### src/rtl/bisscan_pkg.sv
// Package for the bencode info span scanner: request/result payload types,
// scan modes, status codes and key table. No dependencies.
package bisscan_pkg;

  localparam int DEF_MAX_DEPTH = 255;
  localparam int DEF_LEN_WIDTH = 32;
  localparam int DEF_POS_WIDTH = 32;

  localparam int KEY_LEN = 6;

  localparam logic [7:0] CH_DICT  = 8'h64; // 'd'
  localparam logic [7:0] CH_LIST  = 8'h6c; // 'l'
  localparam logic [7:0] CH_INT   = 8'h69; // 'i'
  localparam logic [7:0] CH_END   = 8'h65; // 'e'
  localparam logic [7:0] CH_ZERO  = 8'h30; // '0'
  localparam logic [7:0] CH_NINE  = 8'h39; // '9'
  localparam logic [7:0] CH_COLON = 8'h3a; // ':'
  localparam logic [7:0] CH_FOUR  = 8'h34; // '4'

  typedef enum logic [2:0] {
    MODE_SEARCH,
    MODE_TOKEN,
    MODE_INT,
    MODE_LEN,
    MODE_SKIP,
    MODE_DONE,
    MODE_ERR
  } scan_mode_t;

  typedef enum logic [2:0] {
    ST_SEARCHING = 3'd0,
    ST_SCANNING  = 3'd1,
    ST_DONE      = 3'd2,
    ST_BADTOK    = 3'd3,
    ST_TRUNC     = 3'd4,
    ST_NOTFOUND  = 3'd5,
    ST_DEPTH     = 3'd6,
    ST_LENOVF    = 3'd7
  } status_t;

  typedef struct packed {
    logic [7:0] data_byte;
    logic       last_byte;
  } in_req_t;

  typedef struct packed {
    logic [31:0] byte_position;
    logic        in_span;
    logic        span_last;
    status_t     status;
    logic [31:0] span_start;
  } out_res_t;

  // "4:info", indexed by match count
  function automatic logic [7:0] key_char(input logic [2:0] idx);
    logic [7:0] c;
    unique case (idx)
      3'd0:    c = 8'h34; // '4'
      3'd1:    c = 8'h3a; // ':'
      3'd2:    c = 8'h69; // 'i'
      3'd3:    c = 8'h6e; // 'n'
      3'd4:    c = 8'h66; // 'f'
      3'd5:    c = 8'h6f; // 'o'
      default: c = 8'h00;
    endcase
    return c;
  endfunction

endpackage

### src/rtl/bencode_info_span_scanner.sv
// Bencode info span scanner: one byte per request, one result per byte.
// Uses bisscan_pkg for payload types, modes and status codes.
//
// Usage:
//   in_*  : request channel (valid/ready), one buffer byte plus a last-byte mark.
//   out_* : result channel (valid/ready), one result per request: byte offset,
//           in_span / span_last marks for the info value, status, span start.
//   Each request is decoded by a short combinational step that updates the
//   scan state and loads the result register in the same cycle, so a result
//   appears in the cycle after its request is accepted. Throughput is one byte
//   per cycle while results are taken; the limit is the single result register.
//   While the receiver stalls, the result register holds and in_ready drops
//   until the held result is taken; a new request is accepted in the cycle
//   the old result leaves.
//   Reset (rst_n low, synchronous) empties the result register and returns
//   the scanner to key search at offset zero. After a request marked
//   last_byte the scan state returns to the same reset values.
//   Errors (bad token, depth or length overflow) are sticky until the last
//   byte of the buffer.
module bencode_info_span_scanner
  import bisscan_pkg::*;
#(
  parameter int MAX_DEPTH = DEF_MAX_DEPTH,
  parameter int LEN_WIDTH = DEF_LEN_WIDTH,
  parameter int POS_WIDTH = DEF_POS_WIDTH
) (
  input  logic     clk,
  input  logic     rst_n,
  input  logic     in_valid,
  output logic     in_ready,
  input  in_req_t  in_data,
  output logic     out_valid,
  input  logic     out_ready,
  output out_res_t out_data
);

  localparam int DEPTH_W = $clog2(MAX_DEPTH + 1);
  localparam int PROD_W  = LEN_WIDTH + 4;
  localparam logic [DEPTH_W-1:0] DEPTH_MAX = DEPTH_W'(MAX_DEPTH);

  scan_mode_t           mode_r, mode_nxt;
  logic [2:0]           key_cnt_r, key_cnt_nxt;
  logic [DEPTH_W-1:0]   depth_r, depth_nxt;
  logic [LEN_WIDTH-1:0] len_r, len_nxt;
  logic [LEN_WIDTH-1:0] skip_r, skip_nxt;
  logic [POS_WIDTH-1:0] pos_r, pos_nxt;
  logic [POS_WIDTH-1:0] start_r, start_nxt;
  status_t              err_r, err_nxt;
  logic                 out_valid_r;
  out_res_t             out_r, res;

  logic                 accept;
  logic [7:0]           b;
  logic                 fin, digit, span, last;
  logic [3:0]           dval;
  logic [PROD_W-1:0]    len_prod;
  logic [LEN_WIDTH-1:0] skip_dec;
  logic [DEPTH_W-1:0]   depth_dec;
  logic [POS_WIDTH-1:0] pos_inc;
  status_t              status;

  assign in_ready  = !out_valid_r || out_ready;
  assign accept    = in_valid && in_ready;
  assign out_valid = out_valid_r;
  assign out_data  = out_r;

  assign b         = in_data.data_byte;
  assign fin       = in_data.last_byte;
  assign digit     = (b >= CH_ZERO) && (b <= CH_NINE);
  assign dval      = 4'(b - CH_ZERO);
  // acc * 10 + digit; any bit above LEN_WIDTH means overflow
  assign len_prod  = ({4'b0, len_r} << 3) + ({4'b0, len_r} << 1) + PROD_W'(dval);
  assign skip_dec  = (skip_r != '0) ? skip_r - 1'b1 : skip_r;
  assign depth_dec = depth_r - 1'b1;
  assign pos_inc   = pos_r + 1'b1;

  always_comb begin
    mode_nxt    = mode_r;
    key_cnt_nxt = key_cnt_r;
    depth_nxt   = depth_r;
    len_nxt     = len_r;
    skip_nxt    = skip_r;
    start_nxt   = start_r;
    err_nxt     = err_r;
    span        = 1'b0;
    last        = 1'b0;

    unique case (mode_r)
      MODE_SEARCH: begin
        if (b == key_char(key_cnt_r)) begin
          if (key_cnt_r == 3'(KEY_LEN - 1)) begin
            key_cnt_nxt = '0;
            mode_nxt    = MODE_TOKEN;
            depth_nxt   = '0;
            start_nxt   = pos_inc;
          end else begin
            key_cnt_nxt = key_cnt_r + 1'b1;
          end
        end else begin
          key_cnt_nxt = (b == CH_FOUR) ? 3'd1 : 3'd0;
        end
      end
      MODE_TOKEN: begin
        span = 1'b1;
        if (b == CH_DICT || b == CH_LIST) begin
          if (depth_r >= DEPTH_MAX) begin
            mode_nxt = MODE_ERR;
            err_nxt  = ST_DEPTH;
            span     = 1'b0;
          end else begin
            depth_nxt = depth_r + 1'b1;
          end
        end else if (b == CH_INT) begin
          mode_nxt = MODE_INT;
        end else if (digit) begin
          len_nxt  = LEN_WIDTH'(dval);
          mode_nxt = MODE_LEN;
        end else if (b == CH_END && depth_r != '0) begin
          depth_nxt = depth_dec;
          if (depth_dec == '0) begin
            mode_nxt = MODE_DONE;
            last     = 1'b1;
          end
        end else begin
          mode_nxt = MODE_ERR;
          err_nxt  = ST_BADTOK;
          span     = 1'b0;
        end
      end
      MODE_INT: begin
        span = 1'b1;
        if (b == CH_END) begin
          if (depth_r == '0) begin
            mode_nxt = MODE_DONE;
            last     = 1'b1;
          end else begin
            mode_nxt = MODE_TOKEN;
          end
        end
      end
      MODE_LEN: begin
        span = 1'b1;
        if (digit) begin
          if (len_prod[PROD_W-1:LEN_WIDTH] != 4'd0) begin
            mode_nxt = MODE_ERR;
            err_nxt  = ST_LENOVF;
            span     = 1'b0;
          end else begin
            len_nxt = len_prod[LEN_WIDTH-1:0];
          end
        end else if (b == CH_COLON) begin
          if (len_r == '0) begin
            if (depth_r == '0) begin
              mode_nxt = MODE_DONE;
              last     = 1'b1;
            end else begin
              mode_nxt = MODE_TOKEN;
            end
          end else begin
            skip_nxt = len_r;
            mode_nxt = MODE_SKIP;
          end
        end else begin
          mode_nxt = MODE_ERR;
          err_nxt  = ST_BADTOK;
          span     = 1'b0;
        end
      end
      MODE_SKIP: begin
        span     = 1'b1;
        skip_nxt = skip_dec;
        if (skip_dec == '0) begin
          if (depth_r == '0) begin
            mode_nxt = MODE_DONE;
            last     = 1'b1;
          end else begin
            mode_nxt = MODE_TOKEN;
          end
        end
      end
      MODE_DONE, MODE_ERR: begin
      end
      default: begin
      end
    endcase

    unique case (mode_nxt)
      MODE_SEARCH:                                status = fin ? ST_NOTFOUND : ST_SEARCHING;
      MODE_TOKEN, MODE_INT, MODE_LEN, MODE_SKIP: status = fin ? ST_TRUNC : ST_SCANNING;
      MODE_DONE:                                  status = ST_DONE;
      default:                                    status = err_nxt;
    endcase

    res.byte_position = 32'(pos_r);
    res.in_span       = span;
    res.span_last     = last;
    res.status        = status;
    res.span_start    = 32'(start_nxt);

    pos_nxt = pos_inc;
    // end of buffer: everything back to reset values
    if (fin) begin
      mode_nxt    = MODE_SEARCH;
      key_cnt_nxt = '0;
      depth_nxt   = '0;
      len_nxt     = '0;
      skip_nxt    = '0;
      pos_nxt     = '0;
      start_nxt   = '0;
      err_nxt     = ST_SEARCHING;
    end
  end

  always_ff @(posedge clk) begin
    if (!rst_n) begin
      mode_r      <= MODE_SEARCH;
      key_cnt_r   <= '0;
      depth_r     <= '0;
      len_r       <= '0;
      skip_r      <= '0;
      pos_r       <= '0;
      start_r     <= '0;
      err_r       <= ST_SEARCHING;
      out_valid_r <= 1'b0;
    end else begin
      if (accept) begin
        mode_r    <= mode_nxt;
        key_cnt_r <= key_cnt_nxt;
        depth_r   <= depth_nxt;
        len_r     <= len_nxt;
        skip_r    <= skip_nxt;
        pos_r     <= pos_nxt;
        start_r   <= start_nxt;
        err_r     <= err_nxt;
      end
      if (accept) begin
        out_valid_r <= 1'b1;
      end else if (out_ready) begin
        out_valid_r <= 1'b0;
      end
    end
  end

  always_ff @(posedge clk) begin
    if (accept) begin
      out_r <= res;
    end
  end

endmodule

### config.mk
export PLATFORM = sky130hd
export DESIGN_NAME = bencode_info_span_scanner
export DESIGN_NICKNAME = d
export VERILOG_FILES = /design/src/rtl/bisscan_pkg.sv /design/src/rtl/bencode_info_span_scanner.sv
export SDC_FILE = /design/constraint.sdc
export NUM_CORES = 1
export LEC_CHECK = 0
export BUFFER_PORTS_ARGS = -buffer_cell sky130_fd_sc_hd__buf_2
export CORE_ASPECT_RATIO = 0.6
export CORE_MARGIN = 1.5
export CORE_UTILIZATION = 40
export DETAILED_ROUTE_END_ITERATION = 8
export HOLD_SLACK_MARGIN = 0.05
export SYNTH_ARGS = -nofsm -noshare
export SYNTH_HDL_FRONTEND = slang
export SYNTH_SLANG_ARGS = --single-unit
### constraint.sdc
create_clock -name clk -period 4.27 [get_ports clk]
set_clock_uncertainty 0.1 [all_clocks]
set_input_delay 0.2135 -clock clk [delete_from_list [all_inputs] [get_ports clk]]
set_output_delay 0.2135 -clock clk [all_outputs]
set_load 0.01 [all_outputs]
Word level (Yosys, flattened, before mapping)
Cells that the tools add are included.
{"block": "op_classes", "add_sub_neg": 8, "order_cmp": 3, "n_eq_ne": 35, "muxes": 87, "reduce_logical": 27}
{"cell": "2-to-1 mux 32 bit", "count": 16}
{"cell": "one-hot mux 32 bit (2 select lines)", "count": 2}
{"cell": "2-to-1 mux 3 bit", "count": 31}
{"cell": "2-to-1 mux 8 bit", "count": 9}
{"cell": "zero test 32 bit", "count": 2}
{"cell": "one-hot mux 7 bit (6 select lines)", "count": 1}
{"cell": "adder 35 x 33 -> 36 bit", "count": 1}
{"cell": "adder 36 x 4 -> 36 bit", "count": 1}
{"cell": "adder 32 x 1 -> 32 bit, second input constant", "count": 1}
{"cell": "equality test 8 x 7 -> 1 bit, second input constant", "count": 4}
{"cell": "nonzero test 32 bit", "count": 1}
{"cell": "subtractor 32 x 1 -> 32 bit, second input constant", "count": 1}
{"cell": "inequality test 3 bit, second input constant", "count": 10}
{"cell": "2-to-1 mux 1 bit", "count": 22}
{"cell": "equality test 3 x 2 -> 1 bit, second input constant", "count": 6}
{"cell": "equality test 8 x 6 -> 1 bit, second input constant", "count": 2}
{"cell": "zero test 8 bit", "count": 2}
{"cell": "inequality test 4 bit, second input constant", "count": 4}
{"cell": "one-hot mux 8 bit (2 select lines)", "count": 1}
{"cell": "equality test 3 bit, second input constant", "count": 5}
{"cell": "one-hot mux 3 bit (5 select lines)", "count": 1}
{"cell": "equality test 3 x 1 -> 1 bit, second input constant", "count": 3}
{"cell": "zero test 3 bit", "count": 3}
{"cell": "one-hot mux 3 bit (3 select lines)", "count": 1}
{"cell": "other kinds (24)", "count": 30}
{"block": "word_totals", "regBits": 215, "in_bits": 13, "out_inout_bits": 71, "word_cells": 174}

Depth between registers and ports, before layout
Gate-level depths: netlist of the first run.
{"block": "logic_depth", "word_depth": 11, "ltp_mapped": 17, "depth_no_buf": 15}

Worst setup path before layout of the first run
No wires, ideal clock.
{"block": "synth_timing", "kind": "register to register", "start": "register len_r[0]", "end": "register len_r[19]", "setup_time_ps": 70, "arrival_time_ps": 4060, "required_ps": 4100, "setup_slack_ps": 40, "stages_incl_launch_ff": 16, "n_path_buf": 1, "synth_period_minus_slack_ps": 4230, "path_cell_list": "dfxtp_1 inv_1 fa_1 fa_1 nand2b_1 a21oi_1 o21ai_1 o311ai_1 a211o_1 mux2_4 nor3_1 o211ai_1 a21o_1 clkbuf_1 or3_1 a21boi_1"}
{"block": "synth_via", "elab_chain_cells": 6, "elab_cells_between_ends": 9, "cone_classes": "add/sub: 2; eq/ne: 1; mux: 4; reduce/logical: 2"}
{"item": "start, declared", "line_no": "bencode_info_span_scanner.sv:44", "rtl": "logic [LEN_WIDTH-1:0] len_r, len_nxt;"}
{"item": "start signal, assigned", "line_no": "bencode_info_span_scanner.sv:230", "rtl": "len_r <= len_nxt;"}
{"item": "adder 35 x 33 -> 36 bit (*)", "line_no": "bencode_info_span_scanner.sv:72", "rtl": "assign len_prod = ({4'b0, len_r} << 3) + ({4'b0, len_r} << 1) + PROD_W'(dval);"}
{"item": "adder 36 x 4 -> 36 bit (*)", "line_no": "bencode_info_span_scanner.sv:72"}
{"item": "2-to-1 mux 32 bit", "line_no": "bencode_info_span_scanner.sv:144", "rtl": "if (len_prod[PROD_W-1:LEN_WIDTH] != 4'd0) begin"}
{"item": "2-to-1 mux 32 bit", "line_no": "bencode_info_span_scanner.sv:143", "rtl": "if (digit) begin"}
{"item": "one-hot mux 32 bit (2 select lines)", "line_no": "bencode_info_span_scanner.sv:88", "rtl": "unique case (mode_r)"}
{"item": "2-to-1 mux 32 bit", "line_no": "bencode_info_span_scanner.sv:202", "rtl": "if (fin) begin"}
Mark *: on every way between the ends. The rest lies on a longest branch, timed or not. The select of a mux whose other input is x is not followed.
A chain may end at the register's enable or synchronous reset.

Worst setup path in the final report of the first run
{"block": "layout_timing", "start": "register len_r[2]", "end": "register len_r[26]"}
Same word-level chain as after synthesis.

==> results of run 1 <==
cell usage in the layout (no fill, tap or decap), types with 6 or more instances in the layout:
| cell | Yosys | routed |
|---|---|---|
| a211oi_1 | 10 | 9 |
| a21boi_0 | 21 | 21 |
| a21boi_1 | 33 | 33 |
| a21o_1 | 13 | 13 |
| a21oi_1 | 86 | 84 |
| a221oi_1 | 6 | 6 |
| a22oi_1 | 55 | 55 |
| a31oi_1 | 11 | 11 |
| and2_1 | 36 | 36 |
| and3_1 | 17 | 17 |
| and4_1 | 6 | 6 |
| buf_2 | 5 | 82 |
| buf_4 | 0 | 80 |
| clkbuf_1 | 85 | 8 |
| clkbuf_16 | 0 | 24 |
| dfxtp_1 | 146 | 142 |
| edfxtp_1 | 69 | 69 |
| ha_1 | 69 | 68 |
| inv_1 | 29 | 28 |
| mux2i_1 | 6 | 6 |
| nand2_1 | 167 | 166 |
| nand2b_1 | 12 | 12 |
| nand3_1 | 42 | 42 |
| nand4_1 | 15 | 15 |
| nor2_1 | 90 | 89 |
| nor2b_1 | 76 | 76 |
| nor3_1 | 45 | 44 |
| nor3b_1 | 8 | 7 |
| nor4_1 | 34 | 33 |
| o211ai_1 | 10 | 10 |
| o21a_1 | 12 | 12 |
| o21ai_0 | 116 | 116 |
| o21ai_1 | 31 | 31 |
| o22ai_1 | 9 | 9 |
| o31ai_1 | 11 | 9 |
| or3_1 | 48 | 47 |
| xnor2_1 | 45 | 45 |
| xor2_1 | 28 | 28 |
metal layers:
metal / share of wire / routed length [um] / GRT usage
met1: 0.55 / 22000 / 0.389
met2: 0.36 / 14400 / 0.276
met3: 0.081 / 3270 / 0.0421
met4: 0.016 / 636 / 0.0347
met5: 0 / 0 / 0
power breakdown:
group / internal (uW) / switching (uW) / total (uW)
Sequential: 2140 / 12.6 / 2150
Combinational: 94.7 / 187 / 281
Clock: 1150 / 867 / 2010
Total: 3380 / 1070 / 4450
state kept, by name (all words and copies together), names as in the netlist:
signal     cells
depth_r        8
len_r         32
skip_r        32
out_data      69
err_r          3
start_r       32
mode_r         3
key_cnt_r      3
out_valid      1
pos_r         32
final cells by class:
| cell class | count | share of cell area |
|---|---|---|
| repair buffers | 166 | 0.0688 |
| multi-input cells | 1253 | 0.521 |
| flip-flops and latches | 215 | 0.320 |
| inverters | 29 | 0.00704 |
| clock buffers | 32 | 0.0396 |
| clock inverters | 10 | 0.00760 |
| well taps | 459 | 0.0367 |
per-stage QoR:
stage / instances / power [uW] / utilization / setup TNS (ps) / cell area (um^2)
global route: 2164 / 4590 / 0.466 / -27.2 / 15600
detailed placement: 2118 / 2470 / 0.440 / 0 / 14800
CTS: 2162 / 4490 / 0.463 / 0 / 15500
floorplan: 1600 / 2360 / - / 0 / 13600
global placement: 2118 / 2470 / 0.440 / 0 / 14800
finish: 2164 / 4450 / 0.466 / 0 / 15600
how the worst max path moves through the flow:
stage	startpoint	to	slack, ps	cells after the start
CTS	len_r[0]	len_r[14]	10	15
global route	len_r[0]	len_r[28]	-10	15
global placement	in_data[4]	out_data[32]	100	15
finish	len_r[2]	len_r[26]	200	15
floorplan	len_r[0]	len_r[19]	40	15
detailed placement	in_data[4]	len_r[14]	20	16
logic make-up after synthesis:
kind of cell / after synthesis
buf+inv: 132
fa+ha+maj: 71
xor+xnor: 73
flops: 215
simple gates: 635
compound gates: 465
mux: 9
critical path, cell delays in order (launching register included):
cell,delay (ps)
dfxtp_1,340
inv_1,60
fa_1,490
fa_1,450
nand2b_1,180
a21oi_2,140
o21ai_1,110
o311ai_2,270
a211o_1,200
mux2_4,340
nor3_2,210
o211ai_1,130
a21o_1,230
buf_12,170
or3_1,390
a21boi_1,150
repair_timing:
item                                    CTS  global route
hold endpoints to repair                  1             0
hold buffers                              2             0
gates resized for setup                   0            16
endpoints found under the setup margin    0            37
setup buffers                             0             1
==> results.toml, run 1 <==
[worst_setup_path]
crit_arrival_ps = 4430
r2r_setup_slack_ps = 200
critPathCaptureType = "register"
cp-start-kind = "register"
r2r_cells = 15
r2r-start = "len_r[2]"
crit_fanout = 32
r2r_end = "len_r[26]"
setup.worst_path.class = "reg2reg"
worstPathRequired_ps = 4630

[hold_path]
hold_start = "in_data[1]"
hp-class = "in2reg"
hold_depth = 4
min_to = "len_r[0]"

[detailed_routing]
drc = 0
drt_pass1_iterations = 6
ant_nets = 0
vias = 12400
first_iter_violations = 1253
wirelength_mm = 40.3
routed_via_density = 5.75
routedWlPerCell_um = 18.6

[die]
die_w_um = 241
num_rows = 52
io_pins = 84
start_util = 0.405
die_h_um = 146
die-area_mm2 = 0.0352
fp.coreArea_mm2 = 0.0336

[finish]
multi_input_area_mm2 = 0.00815
syn2layout_area_growth_pct = 14.9
fill_cells = 3336
final_layout_size_suffix_gt1_frac = 0.145
regArea_mm2 = 0.00500
num_antenna_cells = 0
final_nets = 1772

[timing]
max_freq_mhz = 246
slew_violations = 0
rsz0062_at_grt = "true"
period_needed_ps = 4070
setup_viol = 0
fin_crit_sh = 0.952
worst_pin_slew_ps = 1090
hold_violations = 0
setup_slack_ps = 204
relSlewSlack = 0.272
whs_ps = 159

[placed_design]
gp_congestion = 0.960
io_buffers = 83
hpwl_mm = 28.7
post-place-ws_ps = 24.8

[yosys]
yosysTopAreaCellShare = 0.215
synth_seq_cells = 215
synthAdderAreaFrac = 0.0664
synth_most_common_cell = "nand2_1"
synth-xor-area-share = 0.0470
muxShareOfSynthArea = 0.00717
synth_top_family_by_area = "simple AND/OR/NAND/NOR gates"
ys_top_cells_by_area = "dfxtp_1, edfxtp_1, ha_1"
ys_types = 86
synth.net_count = 1684
synth.avg_cell_area_um2 = 8.51
synth_compound_area_frac = 0.219
yosys_warnings = 0
synthSimpleGateAreaFrac = 0.253
synth_seq_area_share = 0.367
synthesis.area_mm2 = 0.0136
syn_inst = 1600
synth_top_area_cell = "dfxtp_1"
synth_common_cells = "nand2_1, dfxtp_1, o21ai_0"
synth_enable_flop_cells = 69
synth-async-reset-ratio = 0
synthFlopType = "dfxtp_1"

[clock_tree]
clk_pin_slew_ps = 70
cts_root_buf = "clkbuf_16"
clock_latency_ps = 540
cts_sinks = 215
htreeDepth = 1
cts_tree = "done"
numCtsBuffers = 23
clockBufferDepth = 3

[flow_run]
drv_cap = 0

[grt]
grt_pass1_wl_mm = 63.3
grt_max_degree = 110
grt_overflow_total = 0
grt_pass1_vias = 11100
grt_usage = 0.225
antenna_found_initial = 0

[run_status]
status = "complete, no violations"

[power_and_ir_drop]
p_per_area_mw_per_mm2 = 284
leakage_uw = 0.00592
ir_drop_mv = 0.230
No activity file was read; power rests on OpenSTA's default activity.
==> inputs of run 2 (changes only) <==
clock period = 3.5 ns   (was 4.27 ns; I/O delays follow)
==> run 2 against run 1 <==
Compared with the run above:
- the flow now finishes with violations (negative setup slack)
- routed wire length increased by 9.3%
- total power rose by 26%
- design area is 12% higher
- sequential share of layout area fell by 3.4 points
- via count up 6.6%
- first-iteration DRC count increased by 8.5%
- register-to-register slack worse by 640 ps
- non-clock buffer count up 186
- setup slack got worse by 640 ps
- largest power group unchanged
==> results.toml, run 2 (synthesis results as in run 1) <==
[grt]
grt_overflow_total = 0
grt_usage = 0.248
grt_max_degree = 93
grt_pass1_wl_mm = 69.5
grt_pass1_vias = 12300
antenna_found_initial = 0

[finish]
syn2layout_area_growth_pct = 28.6
final_design_area_no_fill_mm2 = 0.0175
mostFrequentLayoutCells = "buf_4, nand2_1, dfxtp_1"
instances_no_fill = 2350
final_nets = 1958
num_antenna_cells = 0
largest_reg_flops = 69
final_layout_size_suffix_gt1_frac = 0.256
final_common_cell = "buf_4"

[power_and_ir_drop]
leakage_uw = 0.00706
ir_drop_mv = 0.253
p_per_area_mw_per_mm2 = 319

[worst_setup_path]
worstPathRequired_ps = 3870
r2r-start = "len_r[2]"
critPathBufInv = 2
r2r_end = "len_r[29]"
critPathCaptureType = "register"
r2r_cells = 15
path_cells = "inv_2, fa_1, fa_2, nand2b_4, a21oi_4, o21ai_4, o311ai_4, a211o_1, mux2_4, nor3_4, o211ai_1, a21o_2, buf_12, or3_1, a21boi_1"
crit_fanout = 30
path_delay_family = "compound AO/OA/AOI/OAI gates"
r2r_setup_slack_ps = -440
setup.worst_path.class = "reg2reg"
cp-start-kind = "register"
cpPeakStageDelay_ps = 510
cp_slowest_cell = "fa_1"
crit_arrival_ps = 4300

[placed_design]
gp_congestion = 0.948
io_buffers = 83
placed_cell_area_mm2 = 0.0162
dp.cells = 2293
hpwl_mm = 31.7

[timing]
max_freq_mhz = 254
worst_pin_slew_ps = 1080
setup_slack_ps = -436
slew_violations = 0
rsz0062_at_grt = "true"
fin_crit_sh = 1.12
relSlewSlack = 0.276
setup_viol = 39
period_needed_ps = 3940
hold_violations = 0

[die]
io_pins = 84
fp.coreArea_mm2 = 0.0336
num_rows = 52
start_util = 0.405
die-area_mm2 = 0.0352
die_h_um = 146
die_w_um = 241

[clock_tree]
htreeDepth = 1
cts_tree = "done"
cts_root_buf = "clkbuf_16"
clock_latency_ps = 530
clockBufferDepth = 3
clk_pin_slew_ps = 60
numCtsBuffers = 23
cts_sinks = 215

[detailed_routing]
ant_nets = 0
routedWlPerCell_um = 18.7
wl_met1_mm = 23.5
routed_via_density = 5.64
wirelength_mm = 44.0
first_iter_violations = 1360
drc = 0
wl_met2_mm = 16.3
routed.top_layer = "met4"
drt_pass1_iterations = 5
vias = 13300
dr_wl_met3_mm = 3.83

[hold_path]
hold_depth = 4
min_to = "len_r[0]"
hold_start = "in_data[1]"
hp-class = "in2reg"

[flow_run]
drv_cap = 0

[run_status]
violations = "negative setup slack"
status = "complete, but fails checks"
run 2: cell types whose count changed in the layout (fill, tap and decap cells not counted), moves of 4 or more:
cell,change
a21oi_1,-5
buf_6,+9
ha_1,-5
buf_4,+172
dfxtp_1,-4
run 2: timing repair:
action                                  4_1_cts  5_1_grt
resized for setup                            37       41
setup buffers                                 4        9
pin swaps                                    13       20
hold endpoints to repair                      3        0
endpoints found under the setup margin       42       77
gates cloned                                  2        0
hold buffers                                  3        0
run 2: cell type report:
| cell class | count | area (um^2) |
|---|---|---|
| fill | 3175 | 16100 |
| multi-input combinational | 1253 | 8460 |
| sequential | 215 | 5010 |
| timing repair buffer | 352 | 2570 |
| clock buffer | 32 | 649 |
| tap | 459 | 574 |
| clock inverter | 10 | 141 |
| inverter | 29 | 110 |
run 2: metrics by stage:
stage,hold slack [ps],util,power (uW),TNS [ps],worst slack [ps]
after global routing,133,0.521,5770,-17640,-560
after detailed placement,357,0.483,3030,-17730,-560
after global placement,340,0.483,3030,-14240,-450
after floorplan,214,-,2870,-2040,-142
after CTS,69.6,0.515,5650,-9330,-335
final,91.6,0.521,5590,-13040,-436
run 2: tightest hold or removal path: cells and delay by family:
kind | cells | cell delay, ps
AOI/OAI and AO/OA | 1 | 50
buffers and inverters | 2 | 310
and+or+nand+nor | 1 | 140
run 2: routing by layer:
| layer | track usage | vias up |
|---|---|---|
| met1 | 0.418 | 6357 |
| met5 | 0 | - |
| met4 | 0.0356 | 0 |
| li1 | - | 6419 |
| met2 | 0.310 | 446 |
| met3 | 0.0582 | 39 |
run 2: how the worst max path moves through the flow:
stage | to | depth (start not counted) | from | slack, ps
4_1_cts | len_r[29] | 16 | len_r[2] | -330
2_1_floorplan | len_r[2] | 15 | len_r[2] | -140
6_report | len_r[29] | 15 | len_r[2] | -440
3_3_place_gp | len_r[28] | 17 | in_data[4] | -450
3_5_place_dp | len_r[29] | 17 | in_data[4] | -560
5_1_grt | len_r[4] | 16 | len_r[2] | -560
run 2: report_power, final:
group	switching, uW	internal, uW
registers	16.1	2610
logic	241	139
clock network	1060	1530
==> inputs of run 3 (changes only) <==
clock period = 4.12 ns   (was 3.5 ns; I/O delays follow)
==> run 3 against run 2 <==
Compared with the run above:
- the run now ends clean
- via count decreased by 5.6%
- routed wire length decreased by 5.9%
- global-route usage decreased by 1.7 points
- combinational power decreased by 21%
- design area decreased by 9.2%
- first-iteration DRC count decreased by 5.1%
- maximum frequency decreased by 1.0%
- worst hold slack got worse by 32 ps
- sequential share of layout area increased by 2.9 points
- non-clock buffer count decreased by 170
- clock power decreased by 16%
==> results.toml, run 3 (synthesis results as in run 1) <==
[detailed_routing]
wirelength_mm = 41.4
drc = 0
drt_pass1_iterations = 7
routedWlPerCell_um = 19.0
vias = 12500
ant_nets = 0
first_iter_violations = 1290
routed_via_density = 5.74

[timing]
fin_crit_sh = 0.965
setup_slack_ps = 143
max_freq_mhz = 251
slew_violations = 0
tns_ps = 0
worst_pin_slew_ps = 970
setup_viol = 0
period_needed_ps = 3980
relSlewSlack = 0.353
hold_violations = 0

[clock_tree]
cts_tree = "done"
cts_sinks = 215
clockBufferDepth = 3
numCtsBuffers = 24
cts_root_buf = "clkbuf_16"
clk_pin_slew_ps = 70
htreeDepth = 1
clock_latency_ps = 550

[finish]
fill_cells = 3358
final_layout_size_suffix_gt1_frac = 0.164
instances_no_fill = 2182
final_design_area_no_fill_mm2 = 0.0159
num_antenna_cells = 0
syn2layout_area_growth_pct = 16.7
largest_reg_flops = 69
final_nets = 1789
final_common_cell = "nand2_1"
mostFrequentLayoutCells = "nand2_1, dfxtp_1, o21ai_0"

[hold_path]
hp-class = "in2reg"
hold_depth = 4

[worst_setup_path]
crit_fanout = 4
setup.worst_path.class = "reg2reg"
cp_slowest_cell = "nor4_4"
r2r_cells = 14
critPathCaptureType = "register"
cp-start-kind = "register"
path_cells = "buf_4, ha_1, ha_1, o211ai_1, o211a_1, o31ai_2, nor3_1, o21a_1, xnor2_4, nor4_4, o31ai_2, o21ai_0, o21ai_1, a211o_1"
path_delay_family = "compound AO/OA/AOI/OAI gates"
worstPathRequired_ps = 4320
crit_arrival_ps = 4170
cpPeakStageDelay_ps = 420
path_depth = 14
critPathBufInv = 1

[grt]
antenna_found_initial = 0
grt_overflow_total = 0
grt_pass1_wl_mm = 64.6
grt_usage = 0.231
grt_pass1_vias = 11100
grt_max_degree = 102

[flow_run]
drv_cap = 0

[placed_design]
io_buffers = 83
hpwl_mm = 29.1
placed_cell_area_mm2 = 0.0149
gp_congestion = 0.960
dp.cells = 2133
post-place-ws_ps = -149

[power_and_ir_drop]
seqPwrFrac = 0.475
p_sw_frac = 0.253
p_comb_frac = 0.064
p_sw_uw = 1190
ir_drop_mv = 0.199
intPower_uw = 3510
leakage_uw = 0.00606
p_per_area_mw_per_mm2 = 296
pwr-share-clk = 0.461

[die]
start_util = 0.405
die_h_um = 146
die_w_um = 241
num_rows = 52
fp.coreArea_mm2 = 0.0336
die-area_mm2 = 0.0352
io_pins = 84

[run_status]
status = "complete, no violations"
## run 3: worst paths after layout
path | start | to | slack (ps)
min reg2reg | start_r[4] | start_r[4] | 380
max reg2reg | len_r[1] | out_data[32] | 140
max | len_r[1] | out_data[32] | 140
min | in_data[0] | len_r[30] | 60
## run 3: timing repair
| item | 4_1_cts | 5_1_grt |
|---|---|---|
| endpoints found under the setup margin | 30 | 34 |
| resized for setup | 4 | 26 |
| setup buffers | 0 | 2 |
| pin swaps | 2 | 11 |
| endpoints found under the hold margin | 1 | 0 |
| hold buffers | 2 | 0 |
| cloned | 1 | 0 |
## run 3: worst register-to-register path, delay by kind of cell, from the launching register on
family,cells,cell delay [ps]
XOR/XNOR,1,170
adder cells (fa/ha/maj),2,710
flip-flops,1,310
AND/OR/NAND/NOR,2,520
AO/OA/AOI/OAI,8,1730
buffers and inverters,1,170
## run 3: layout make-up
type                    count  area, um^2  area share
multi-input cells        1253        8220       0.517
flip-flops and latches    215        5000       0.315
repair buffers            182        1200      0.0757
clock buffers              28         636      0.0400
well taps                 459         574      0.0361
clock inverters            16         148     0.00929
inverters                  29         110     0.00693
## run 3: power by group through the flow
stage	Sequential, uW	Clock [uW]	Combinational (uW)
6_report	2230	2170	301
5_1_grt	2230	2300	326
4_1_cts	2230	2220	294
3_5_place_dp	2280	0	285
3_3_place_gp	2280	0	282
2_1_floorplan	2300	0	146
## run 3: metal layers
layer  track usage  vias to the layer above  share of wire
met2         0.275                      472           0.36
li1              -                     6082              -
met3        0.0582                       40          0.095
met5             0                        -              0
met4        0.0391                        0          0.014
met1         0.397                     5929           0.53
## run 3: per-stage QoR
step	utilization	hold slack [ps]	total power, uW
after floorplan	-	245	2440
after global placement	0.444	367	2560
after detailed placement	0.444	373	2560
after CTS	0.469	58.8	4740
after global routing	0.473	78.3	4850
final	0.473	60.0	4700
